===== src/rtl/mctt_pkg.sv =====
// shared types and constants for the multi-channel tick timer
`timescale 1ns / 1ps
package mctt_pkg;

  localparam int OP_W        = 2;
  localparam int CH_W        = 5;
  localparam int PER_W       = 16;
  localparam int MAX_RESULTS = 32;
  localparam int CNT_W       = $clog2(MAX_RESULTS + 1);

  typedef enum logic [OP_W-1:0] {
    OP_TICK  = 2'd0,
    OP_START = 2'd1,
    OP_STOP  = 2'd2,
    OP_SET   = 2'd3
  } op_t;

endpackage


===== src/rtl/multi_channel_tick_timer_core.sv =====
// multi-channel tick timer: channel memories, walk sequencer and result register
//
// Usage: a command transaction (operation, channel, period_ticks, periodic) is
// taken at a rising edge with start high and busy low. Set period and stop are
// written the same cycle and leave busy low. Start reads the period and writes
// the remaining count, holding busy for 1 cycle. Tick walks all CHANNELS
// entries through the count and period memories, one channel per cycle
// (one read port, one write port), and busy stays high for the whole walk,
// including the registered read of the last channel and a final drain step.
// Each expired channel shows up on expired_channel for one cycle with
// strobe high, in ascending order, the final one with last high in the first
// cycle with busy low. Each expiry is held back until the next expiry is found
// or the walk ends, so the gap between results follows the channel spacing.
// At most MAX_RESULTS expiries are reported per tick.
// The receiver cannot stall: strobe is a one-cycle pulse and must be taken.
// Reset starts a clearing pass over all CHANNELS entries that zeroes every
// count, period and periodic flag; busy stays high until it ends.
`timescale 1ns / 1ps
module multi_channel_tick_timer_core #(
  parameter int CHANNELS    = 32,
  parameter int COUNT_WIDTH = 16
) (
  input  logic                          clk,
  input  logic                          rst,
  input  logic                          start,
  output logic                          busy,
  input  logic [mctt_pkg::OP_W-1:0]     operation,
  input  logic [mctt_pkg::CH_W-1:0]     channel,
  input  logic [mctt_pkg::PER_W-1:0]    period_ticks,
  input  logic                          periodic,
  output logic                          strobe,
  output logic [mctt_pkg::CH_W-1:0]     expired_channel,
  output logic                          last
);
  import mctt_pkg::*;

  localparam int IW = (CHANNELS > 1) ? $clog2(CHANNELS) : 1;
  localparam int PW = $clog2(CHANNELS + 1);

  typedef enum logic [1:0] {S_CLEAR, S_IDLE, S_LOAD, S_TICK} state_t;

  state_t                 state;
  logic [PW-1:0]          ptr;
  logic                   proc_valid;
  logic [IW-1:0]          proc_idx;
  logic                   has_pend;
  logic [IW-1:0]          pend_idx;
  logic [CNT_W-1:0]       count;
  logic [IW-1:0]          op_ch;

  logic [COUNT_WIDTH-1:0] rem_mem [CHANNELS];
  logic [COUNT_WIDTH:0]   per_mem [CHANNELS];
  logic [COUNT_WIDTH-1:0] rem_q;
  logic [COUNT_WIDTH-1:0] per_q;
  logic                   en_q;

  logic [IW-1:0]          rd_addr;
  logic                   rem_we;
  logic [IW-1:0]          rem_wa;
  logic [COUNT_WIDTH-1:0] rem_wd;
  logic                   per_we;
  logic [IW-1:0]          per_wa;
  logic [COUNT_WIDTH:0]   per_wd;

  logic                   accept;
  logic                   in_range;
  logic [COUNT_WIDTH-1:0] dec;
  logic                   running;
  logic                   expire;
  logic                   walk_done;

  assign busy      = (state != S_IDLE);
  assign accept    = start && (state == S_IDLE);
  assign in_range  = (32'(channel) < CHANNELS);
  assign dec       = rem_q - COUNT_WIDTH'(1);
  assign running   = proc_valid && (rem_q != '0);
  assign expire    = running && (dec == '0);
  assign walk_done = (ptr == PW'(CHANNELS)) && !proc_valid;

  // memory address and write port selection
  always_comb begin
    rd_addr = ptr[IW-1:0];
    rem_we  = 1'b0;
    rem_wa  = proc_idx;
    rem_wd  = dec;
    per_we  = 1'b0;
    per_wa  = IW'(channel);
    per_wd  = {periodic, COUNT_WIDTH'(period_ticks)};
    unique case (state)
      S_CLEAR: begin
        rem_we = 1'b1;
        rem_wa = ptr[IW-1:0];
        rem_wd = '0;
        per_we = 1'b1;
        per_wa = ptr[IW-1:0];
        per_wd = '0;
      end
      S_IDLE: begin
        rd_addr = IW'(channel);
        if (accept && in_range) begin
          if (op_t'(operation) == OP_STOP) begin
            rem_we = 1'b1;
            rem_wa = IW'(channel);
            rem_wd = '0;
          end
          if (op_t'(operation) == OP_SET) begin
            per_we = 1'b1;
          end
        end
      end
      S_LOAD: begin
        rem_we = 1'b1;
        rem_wa = op_ch;
        rem_wd = per_q;
      end
      S_TICK: begin
        rem_we = running;
        rem_wa = proc_idx;
        if (expire) begin
          rem_wd = en_q ? per_q : '0;
        end
      end
      default: begin
      end
    endcase
  end

  always_ff @(posedge clk) begin
    if (rem_we) begin
      rem_mem[rem_wa] <= rem_wd;
    end
    rem_q <= rem_mem[rd_addr];
  end

  always_ff @(posedge clk) begin
    if (per_we) begin
      per_mem[per_wa] <= per_wd;
    end
    {en_q, per_q} <= per_mem[rd_addr];
  end

  always_ff @(posedge clk) begin
    if (rst) begin
      state      <= S_CLEAR;
      ptr        <= '0;
      proc_valid <= 1'b0;
      has_pend   <= 1'b0;
      count      <= '0;
      strobe     <= 1'b0;
    end else begin
      unique case (state)
        S_CLEAR: begin
          strobe <= 1'b0;
          ptr    <= ptr + PW'(1);
          if (ptr == PW'(CHANNELS - 1)) begin
            state <= S_IDLE;
          end
        end
        S_IDLE: begin
          strobe <= 1'b0;
          op_ch  <= IW'(channel);
          if (accept) begin
            unique case (op_t'(operation))
              OP_TICK: begin
                state    <= S_TICK;
                ptr      <= '0;
                has_pend <= 1'b0;
                count    <= '0;
              end
              OP_START: begin
                if (in_range) begin
                  state <= S_LOAD;
                end
              end
              OP_STOP, OP_SET: begin
              end
              default: begin
              end
            endcase
          end
        end
        S_LOAD: begin
          strobe <= 1'b0;
          state  <= S_IDLE;
        end
        S_TICK: begin
          if (ptr != PW'(CHANNELS)) begin
            proc_valid <= 1'b1;
            proc_idx   <= ptr[IW-1:0];
            ptr        <= ptr + PW'(1);
          end else begin
            proc_valid <= 1'b0;
          end
          strobe <= has_pend &&
                    ((expire && (count != CNT_W'(MAX_RESULTS))) || walk_done);
          // hold one expiry back so the final one can carry last
          if (expire && (count != CNT_W'(MAX_RESULTS))) begin
            has_pend <= 1'b1;
            pend_idx <= proc_idx;
            count    <= count + CNT_W'(1);
            if (has_pend) begin
              expired_channel <= CH_W'(pend_idx);
              last            <= 1'b0;
            end
          end
          if (walk_done) begin
            state <= S_IDLE;
            if (has_pend) begin
              expired_channel <= CH_W'(pend_idx);
              last            <= 1'b1;
            end
          end
        end
        default: begin
          strobe <= 1'b0;
          state  <= S_IDLE;
        end
      endcase
    end
  end

endmodule


===== config.mk =====
export PLATFORM = sky130hd
export DESIGN_NAME = multi_channel_tick_timer_core
export DESIGN_NICKNAME = d
export VERILOG_FILES = /design/src/rtl/mctt_pkg.sv /design/src/rtl/multi_channel_tick_timer_core.sv
export SDC_FILE = /design/constraint.sdc
export NUM_CORES = 1
export LEC_CHECK = 0
export BUFFER_PORTS_ARGS = -buffer_cell sky130_fd_sc_hd__buf_2
export CORE_AREA = 2 2 476 384
export CTS_BUF_LIST = sky130_fd_sc_hd__clkbuf_16
export CTS_CLUSTER_DIAMETER = 80
export DETAILED_ROUTE_END_ITERATION = 10
export DIE_AREA = 0 0 478 386
export PLACE_DENSITY_LB_ADDON = 0.25
export REMOVE_ABC_BUFFERS = 1
export SLEW_MARGIN = 30
export SYNTH_ARGS = -nofsm -noshare
export SYNTH_HDL_FRONTEND = slang
export SYNTH_SLANG_ARGS = --single-unit

===== constraint.sdc =====
create_clock -name clk -period 4.8 [get_ports clk]
set_clock_uncertainty 0.2 [all_clocks]
set_input_delay 0.48 -clock clk [delete_from_list [all_inputs] [get_ports clk]]
set_output_delay 0.48 -clock clk [all_outputs]
set_load 0.05 [all_outputs]

==> results of run 1 <==
==> final cells by class <==
class                           instances  area (µm²)  area share
Antenna cell                            7       17.52   0.0003300
Clock buffer                          132        3303     0.06222
Clock inverter                        104       807.0     0.01520
Inverter                               22       82.58    0.001556
Multi-Input combinational cell       1695       10850      0.2043
Sequential cell                      1127       33340      0.6281
Tap cell                             2414        3020     0.05690
Timing Repair Buffer                  205        1667     0.03140
==> metrics by stage <==
stage	power, mW	setup TNS, ps	hold WS (ps)	worst slack, ps	instances
after floorplan	12.11	-510620	240.4	-15800	2844
after global placement	12.45	0	300.2	918.4	5455
after detailed placement	12.46	0	307.3	848.9	5456
after CTS	22.00	0	4.200	814.3	5699
after global routing	22.47	0	80.14	565.3	5699
final	21.75	0	54.80	758.8	5706
==> worst reg2reg max path, stage by stage, from the launching register on <==
cell and delay (ps):
dfxtp_1 360, inv_1 100, ha_1 180, nor3b_1 630, nand2_1 220, xnor2_1 210
or4_4 540, nor4_4 200, a31o_4 450, o2bb2ai_2 420, buf_4 350
==> flip-flops by register name, indices dropped and copies added, names as in the netlist, named ones only <==
name        count
rem_mem       512
ptr             6
proc_valid      1
en_q            1
pend_idx        5
rem_q          16
has_pend        1
count           6
per_q          16
strobe          1
state           2
op_ch           5
per_mem       544
proc_idx        5
==> per-layer routing <==
metal,track usage,vias to the layer above
li1,-,11670
met1,0.2105,13680
met2,0.2192,799
met3,0.02413,162
met4,0.03581,0
met5,0,-
==> kinds of logic after synthesis <==
family	Yosys count	share of synthesized area
simple gates	1313	0.1301
flops	1127	0.7456
buf+inv	200	0.01802
compound gates	199	0.02739
mux	159	0.07359
xor+xnor	17	0.003330
fa+ha+maj	7	0.001959
==> final timing paths <==
check        cells past startpoint              to  slack [ps]
max                             10  rem_mem[3][15]         760
min                              4        state[0]          50
max reg2reg                     10  rem_mem[3][15]         760
min reg2reg                      2        count[5]         310
==> where the power goes <==
| part | switching (mW) | internal [mW] |
|---|---|---|
| clock network | 4.08 | 5.41 |
| logic | 0.881 | 0.443 |
| registers | 0.136 | 10.8 |
| total | 5.10 | 16.6 |
==> what timing repair did <==
action | CTS | global route
hold endpoints to repair | 10 | 0
hold buffers | 7 | 0
gates resized for setup | 0 | 0
setup buffers | 0 | 0
==> cells in the final DEF (no fill, tap or decap), types with 12 or more instances in the layout <==
cell / count
nor2_1: 63
and2_1: 18
or4_1: 32
buf_12: 15
edfxtp_1: 1077
buf_2: 34
inv_1: 60
dfxtp_1: 50
xnor2_1: 12
buf_4: 148
mux4_2: 135
a21oi_1: 139
clkinv_2: 17
mux2i_1: 13
nor3_1: 13
clkbuf_16: 132
nor2_2: 33
nand2_1: 691
nand3_1: 403
clkinv_1: 25
==> qor.yml, run 1 <==
status: "complete, no violations"
grt_usage: 0.1434
routed_wl_um: 134100
startpoint: "rem_q[0]"
synth_common_cells: "edfxtp_1, nand2_1, nand3_1, a21oi_1, mux4_2"
gp_congestion: 0.8108
rows: 140
synth_ff_type: "edfxtp_1"
die_h_um: 386
avgSynthCellArea_um2: 14.80
synth_edf_count: 1077
cts_sinks: 1127
ctsHtreeMaxLevel: 4
wl_met1_um: 64080
routed-wl-met3_um: 7584
synth_area_leaders: "edfxtp_1, mux4_2, nand2_1, nand3_1, dfxtp_1"
cp.buffers_inverters: 2
min_path_type: "in2reg"
yosysSeqAreaShare: 0.7456
setup_viol: 0
max_freq_mhz: 247.5
io_buffers: 34
crit_path_max_incr_delay_ps: 630
fillers: 17970
root_buffer: "clkbuf_16"
detail_route.wl_per_cell_um: 23.50
drive_gt1_frac: 0.1766
grt_pass1_vias: 25500
power_density_nw_per_um2: 409.7
synth_top_area_cell: "edfxtp_1"
cp.arrival_ps: 4420
ys_async_sr_fraction: 0
grt_pass1_wl_um: 191800
dpl_cell_area_um2: 48890
path_delay_family: "simple AND/OR/NAND/NOR gates"
fin_crit_sh: 0.8419
area_growth_pct: 18.71
worstHoldStart: "start"
firstDrtPassIters: 7
peakVddDrop_uv: 344.0
antenna_found_initial: 7
path_max_fanout: 17
nNetsFinal: 3215
end_kind: "flop"
yosysWarnings: 0
synth_top_area_frac: 0.7232
drtIter0Drc: 2601
ant_nets: 0
numCtsBuffers: 130
crit_required_ps: 5180
grt-ovfl-total: 0
clkLatencyLatePin_ps: 770
max_cap_viol_count: 0
synth_most_common_cell: "edfxtp_1"
core_um2: 180200
path_class: "reg2reg"
num_io_pins: 35
dp_hpwl_um: 77370
ys_ff_latch: 1127
relSlewSlack: 0.3581
slew_viol_final: 0
route.vias.total: 26310
dieArea_um2: 184500
crit_slowest_cell: "nor3b_1"
finalHoldViolCount: 0
rsz0062_at_grt: "false"
path_clk_slew_ps: 60
route.detailed.drc: 0
synth_cell_types: 61
utilization: 0.2945
grt_start_max_net_pins: 79
path_cells: "inv_1 -> ha_1 -> nor3b_1 -> nand2_1 -> xnor2_1 -> or4_4 -> nor4_4 -> a31o_4 -> o2bb2ai_2 -> buf_4"
syn_area_um2: 44720
dr_wl_met2_um: 60140
die_width_um: 478
r2r_start: "rem_q[0]"
clk_path_buf_depth: 3
top_layer_used: "met4"
vias_per_cell: 4.610
leakage_nw: 17.91
final.min_clock_period_ps: 4041
stdcell_area_um2: 53080
cts_tree: "yes"
initial_core_util: 0.2481
tightest_slew_ps: 962.9
crit_path_start_kind: "flop"
syn_inst: 3022
(Power assumes the default switching activity.)
==> run 2, diff against run 1 <==
- ABC_AREA: unset -> 1
- CORE_AREA: 2 2 476 384 -> 2 2 481 387
- DIE_AREA: 0 0 478 386 -> 0 0 483 389
- clock period: 4.8 -> 4.1 ns (I/O delays scaled with it)
==> qor.yml, run 2 <==
antenna_found_initial: 0  # was 7
detail_route.wl_per_cell_um: 21.61  # was 23.50 µm
reg2reg_slack_ps: 630  # was 760 ps
r2r_start: "state[1]"  # was rem_q[0]
avgSynthCellArea_um2: 12.78  # was 14.80 µm²
root_buffer: "clkbuf_16"  # unchanged
tightest_slew_ps: 916.6  # was 962.9 ps
synth-compound-area-share: 0.1198  # was 0.02739
num_io_pins: 35  # unchanged
grt_pass1_vias: 27800  # was 25,500
cp.arrival_ps: 3690  # was 4420 ps
place_inst: 5961  # was 5,456
grt_usage: 0.1376  # was 0.1434
synth_common_cells: "edfxtp_1, nor2_1, o21ai_0, nand2_1, o221ai_1"  # was edfxtp_1, nand2_1, nand3_1, a21oi_1, mux4_2
seq_power_share: 0.513  # was 0.502
switching_power_mw: 6.153  # was 5.101 mW
dieArea_um2: 187900  # was 184,500 µm²
tns_ps: 0  # unchanged
ctsHtreeMaxLevel: 3  # was 4
setup_viol: 0  # unchanged
area_growth_pct: 16.52  # was 18.71%
synth_top_area_frac: 0.7105  # was 0.7232
r2r_cells: 11  # was 10
num_antenna_cells: 0  # was 7
drive_gt1_frac: 0.1298  # was 0.1766
firstDrtPassIters: 6  # was 7
syn_area_um2: 45520  # was 44,720 µm²
dpl_cell_area_um2: 49430  # was 48,890 µm²
synth_most_common_cell: "edfxtp_1"  # unchanged
numCtsBuffers: 108  # was 130
ant_nets: 0  # unchanged
combPwrFrac: 0.088  # was 0.061
startpoint: "state[1]"  # was rem_q[0]
final_common_cell: "edfxtp_1"  # unchanged
muxShareOfSynthArea: 0  # was 0.07359
status: "complete, no violations"  # unchanged
grt_pass1_wl_um: 195200  # was 191,800 µm
cts_setup_buffers: 0  # unchanged
routed_wl_um: 133500  # was 134,100 µm
route.vias.total: 29310  # was 26,310
relSlewSlack: 0.3883  # was 0.3581
synth_xor_area_frac: 0.001512  # was 0.003330
synth_cell_types: 48  # was 61
r2r-end: "rem_mem[9][10]"  # was rem_mem[3][15]
path_class: "reg2reg"  # unchanged
ys_async_sr_fraction: 0  # unchanged
hold-path-cell-count: 3  # was 4
synth_top_area_cell: "edfxtp_1"  # unchanged
vias_per_cell: 4.746  # was 4.610
synthAdderAreaFrac: 0.001924  # was 0.001959
worstHoldStart: "period_ticks[5]"  # was start
largest_reg_flops: 544  # unchanged
nNetsFinal: 3687  # was 3,215
grt_start_max_net_pins: 122  # was 79
min_path_type: "in2reg"  # unchanged
path_max_fanout: 12  # was 17
max_flop_register: "per_mem"  # unchanged
max_freq_mhz: 287.8  # was 247.5 MHz
crit_path_start_kind: "flop"  # unchanged
finalHoldViolCount: 0  # unchanged
drtIter0Drc: 2669  # was 2,601
slew_viol_final: 0  # unchanged
place_ws_ps: 492.4  # was 848.9 ps
clk_path_buf_depth: 3  # unchanged
max_cap_viol_count: 0  # unchanged
path_clk_slew_ps: 60  # about the same
internal_power_mw: 18.77  # was 16.65 mW
rsz0062_at_grt: "false"  # unchanged
synth_area_leaders: "edfxtp_1, nor2_1, o221ai_1, o21ai_0, nand2_1"  # was edfxtp_1, mux4_2, nand2_1, nand3_1, dfxtp_1
clkLatencyLatePin_ps: 710  # was 770 ps
fin_ws_ps: 625.2  # was 758.8 ps
yosys.area_share.simple: 0.1093  # was 0.1301
yosysSeqAreaShare: 0.7325  # was 0.7456
final_cells: 6175  # was 5,706
leakage_nw: 17.35  # was 17.91 nW
ys_ff_latch: 1127  # unchanged
grt-ovfl-total: 0  # unchanged
cts_tree: "yes"  # unchanged
final.min_clock_period_ps: 3475  # was 4041 ps
cts_sinks: 1127  # unchanged
mostFrequentLayoutCells: "edfxtp_1, nor2_1, o21ai_0, nand2_1, o221ai_1"  # was edfxtp_1, nand2_1, nand3_1, buf_4, a21oi_1
initial_core_util: 0.2481  # about the same
dp_hpwl_um: 76870  # was 77,370 µm
swShare: 0.2469  # was 0.2346
synth_top_family_by_area: "compound AO/OA/AOI/OAI gates"  # was simple AND/OR/NAND/NOR gates
crit_required_ps: 4320  # was 5180 ps
stdcell_area_um2: 53040  # was 53,080 µm²
power_density_nw_per_um2: 469.8  # was 409.7 nW/µm²
rows: 141  # was 140
die_width_um: 483  # was 478 µm
reg.largest.list: "per_mem: 544 flops, rem_mem: 512 flops"  # unchanged
core_um2: 183500  # was 180,200 µm²
p_clk_frac: 0.400  # was 0.437
route.detailed.drc: 0  # unchanged
io_buffers: 34  # unchanged
hold_end: "per_mem[17][5]"  # was state[0]
syn_inst: 3561  # was 3,022
end_kind: "flop"  # unchanged
synth_edf_count: 1077  # unchanged
fin_crit_sh: 0.8475  # was 0.8419
yosysWarnings: 0  # unchanged
gp_congestion: 0.8284  # was 0.8108
synth_ff_type: "edfxtp_1"  # unchanged
peakVddDrop_uv: 333.3  # was 344.0 µV
die_h_um: 389  # was 386 µm
[run 2: changes by cell type in the layout (fill, tap and decap cells not counted), sizes merged, moves of 16 or more]
cell	change
a21oi	-114
and2	-20
clkbuf	-22
inv	+60
mux2i	-16
mux4	-135
nand2	-369
nand3	-220
nor2	+582
o21ai	+542
o221ai	+264
or4	-34
[run 2: power by group through the flow]
| stage | clock network (mW) | registers, mW | logic [mW] |
|---|---|---|---|
| 2_1_floorplan | 0 | 13.0 | 1.27 |
| 3_3_place_gp | 0 | 13.0 | 2.16 |
| 3_5_place_dp | 0 | 13.0 | 2.18 |
| 4_1_cts | 10.2 | 12.8 | 2.19 |
| 5_1_grt | 10.6 | 12.8 | 2.40 |
| 6_report | 9.96 | 12.8 | 2.18 |
[run 2: stage by stage]
stage                       util  total power [mW]  hold slack, ps
after floorplan                -             14.22           226.4
after detailed placement  0.2694             15.19           256.2
final                     0.2891             24.92           105.0
after CTS                 0.2890             25.14           58.47
after global placement    0.2692             15.18           256.4
after global routing      0.2891             25.79           81.38
[run 2: worst max path at each step]
stage,slack [ps],to,cells after the start
6_report,630,rem_mem[9][10],11
5_1_grt,330,rem_mem[16][3],15
4_1_cts,550,rem_mem[9][10],11
3_5_place_dp,490,rem_mem[9][10],14
3_3_place_gp,310,rem_mem[24][7],13
2_1_floorplan,-2360,per_q[11],11
[run 2: metal layers]
layer / up-vias / global-route usage / share of wire
met5: - / 0 / 0
met2: 719 / 0.2110 / 0.44
met1: 14980 / 0.2061 / 0.49
met3: 155 / 0.01865 / 0.046
met4: 0 / 0.02927 / 0.018
li1: 13460 / - / -
[run 2: layout make-up]
cell class                      count  area [µm²]
Sequential cell                  1127       33340
Tap cell                         2431        3042
Fill cell                       18650      130400
Clock buffer                      110        2753
Multi-Input combinational cell   2095       10890
Timing Repair Buffer              220        1887
Clock inverter                     91       709.4
Inverter                          101       415.4
[run 2: timing repair]
item / 4_1_cts / 5_1_grt
hold endpoints to repair: 65 / 0
resized for setup: 0 / 0
hold buffers: 13 / 0
[run 2: critical path, stage by stage, from the launching register on]
cell and delay [ps]:
dfxtp_1 610, nor2_8 60, nand3_1 160, clkinv_2 140
a21oi_1 190, inv_1 50, a21oi_1 330, inv_1 130
nor2_1 150, nand2_1 250, nor2_2 640, buf_4 270
[run 2: kinds of logic (layout without fill, tap and decap cells)]
logic type               count (synthesis)  after routing
AND/OR/NAND/NOR                       1208           1208
buffers and inverters                  339            522
flip-flops                            1127           1127
AO/OA/AOI/OAI                          873            873
adder cells (fa/ha/maj)                  7              7
XOR/XNOR                                 7              7
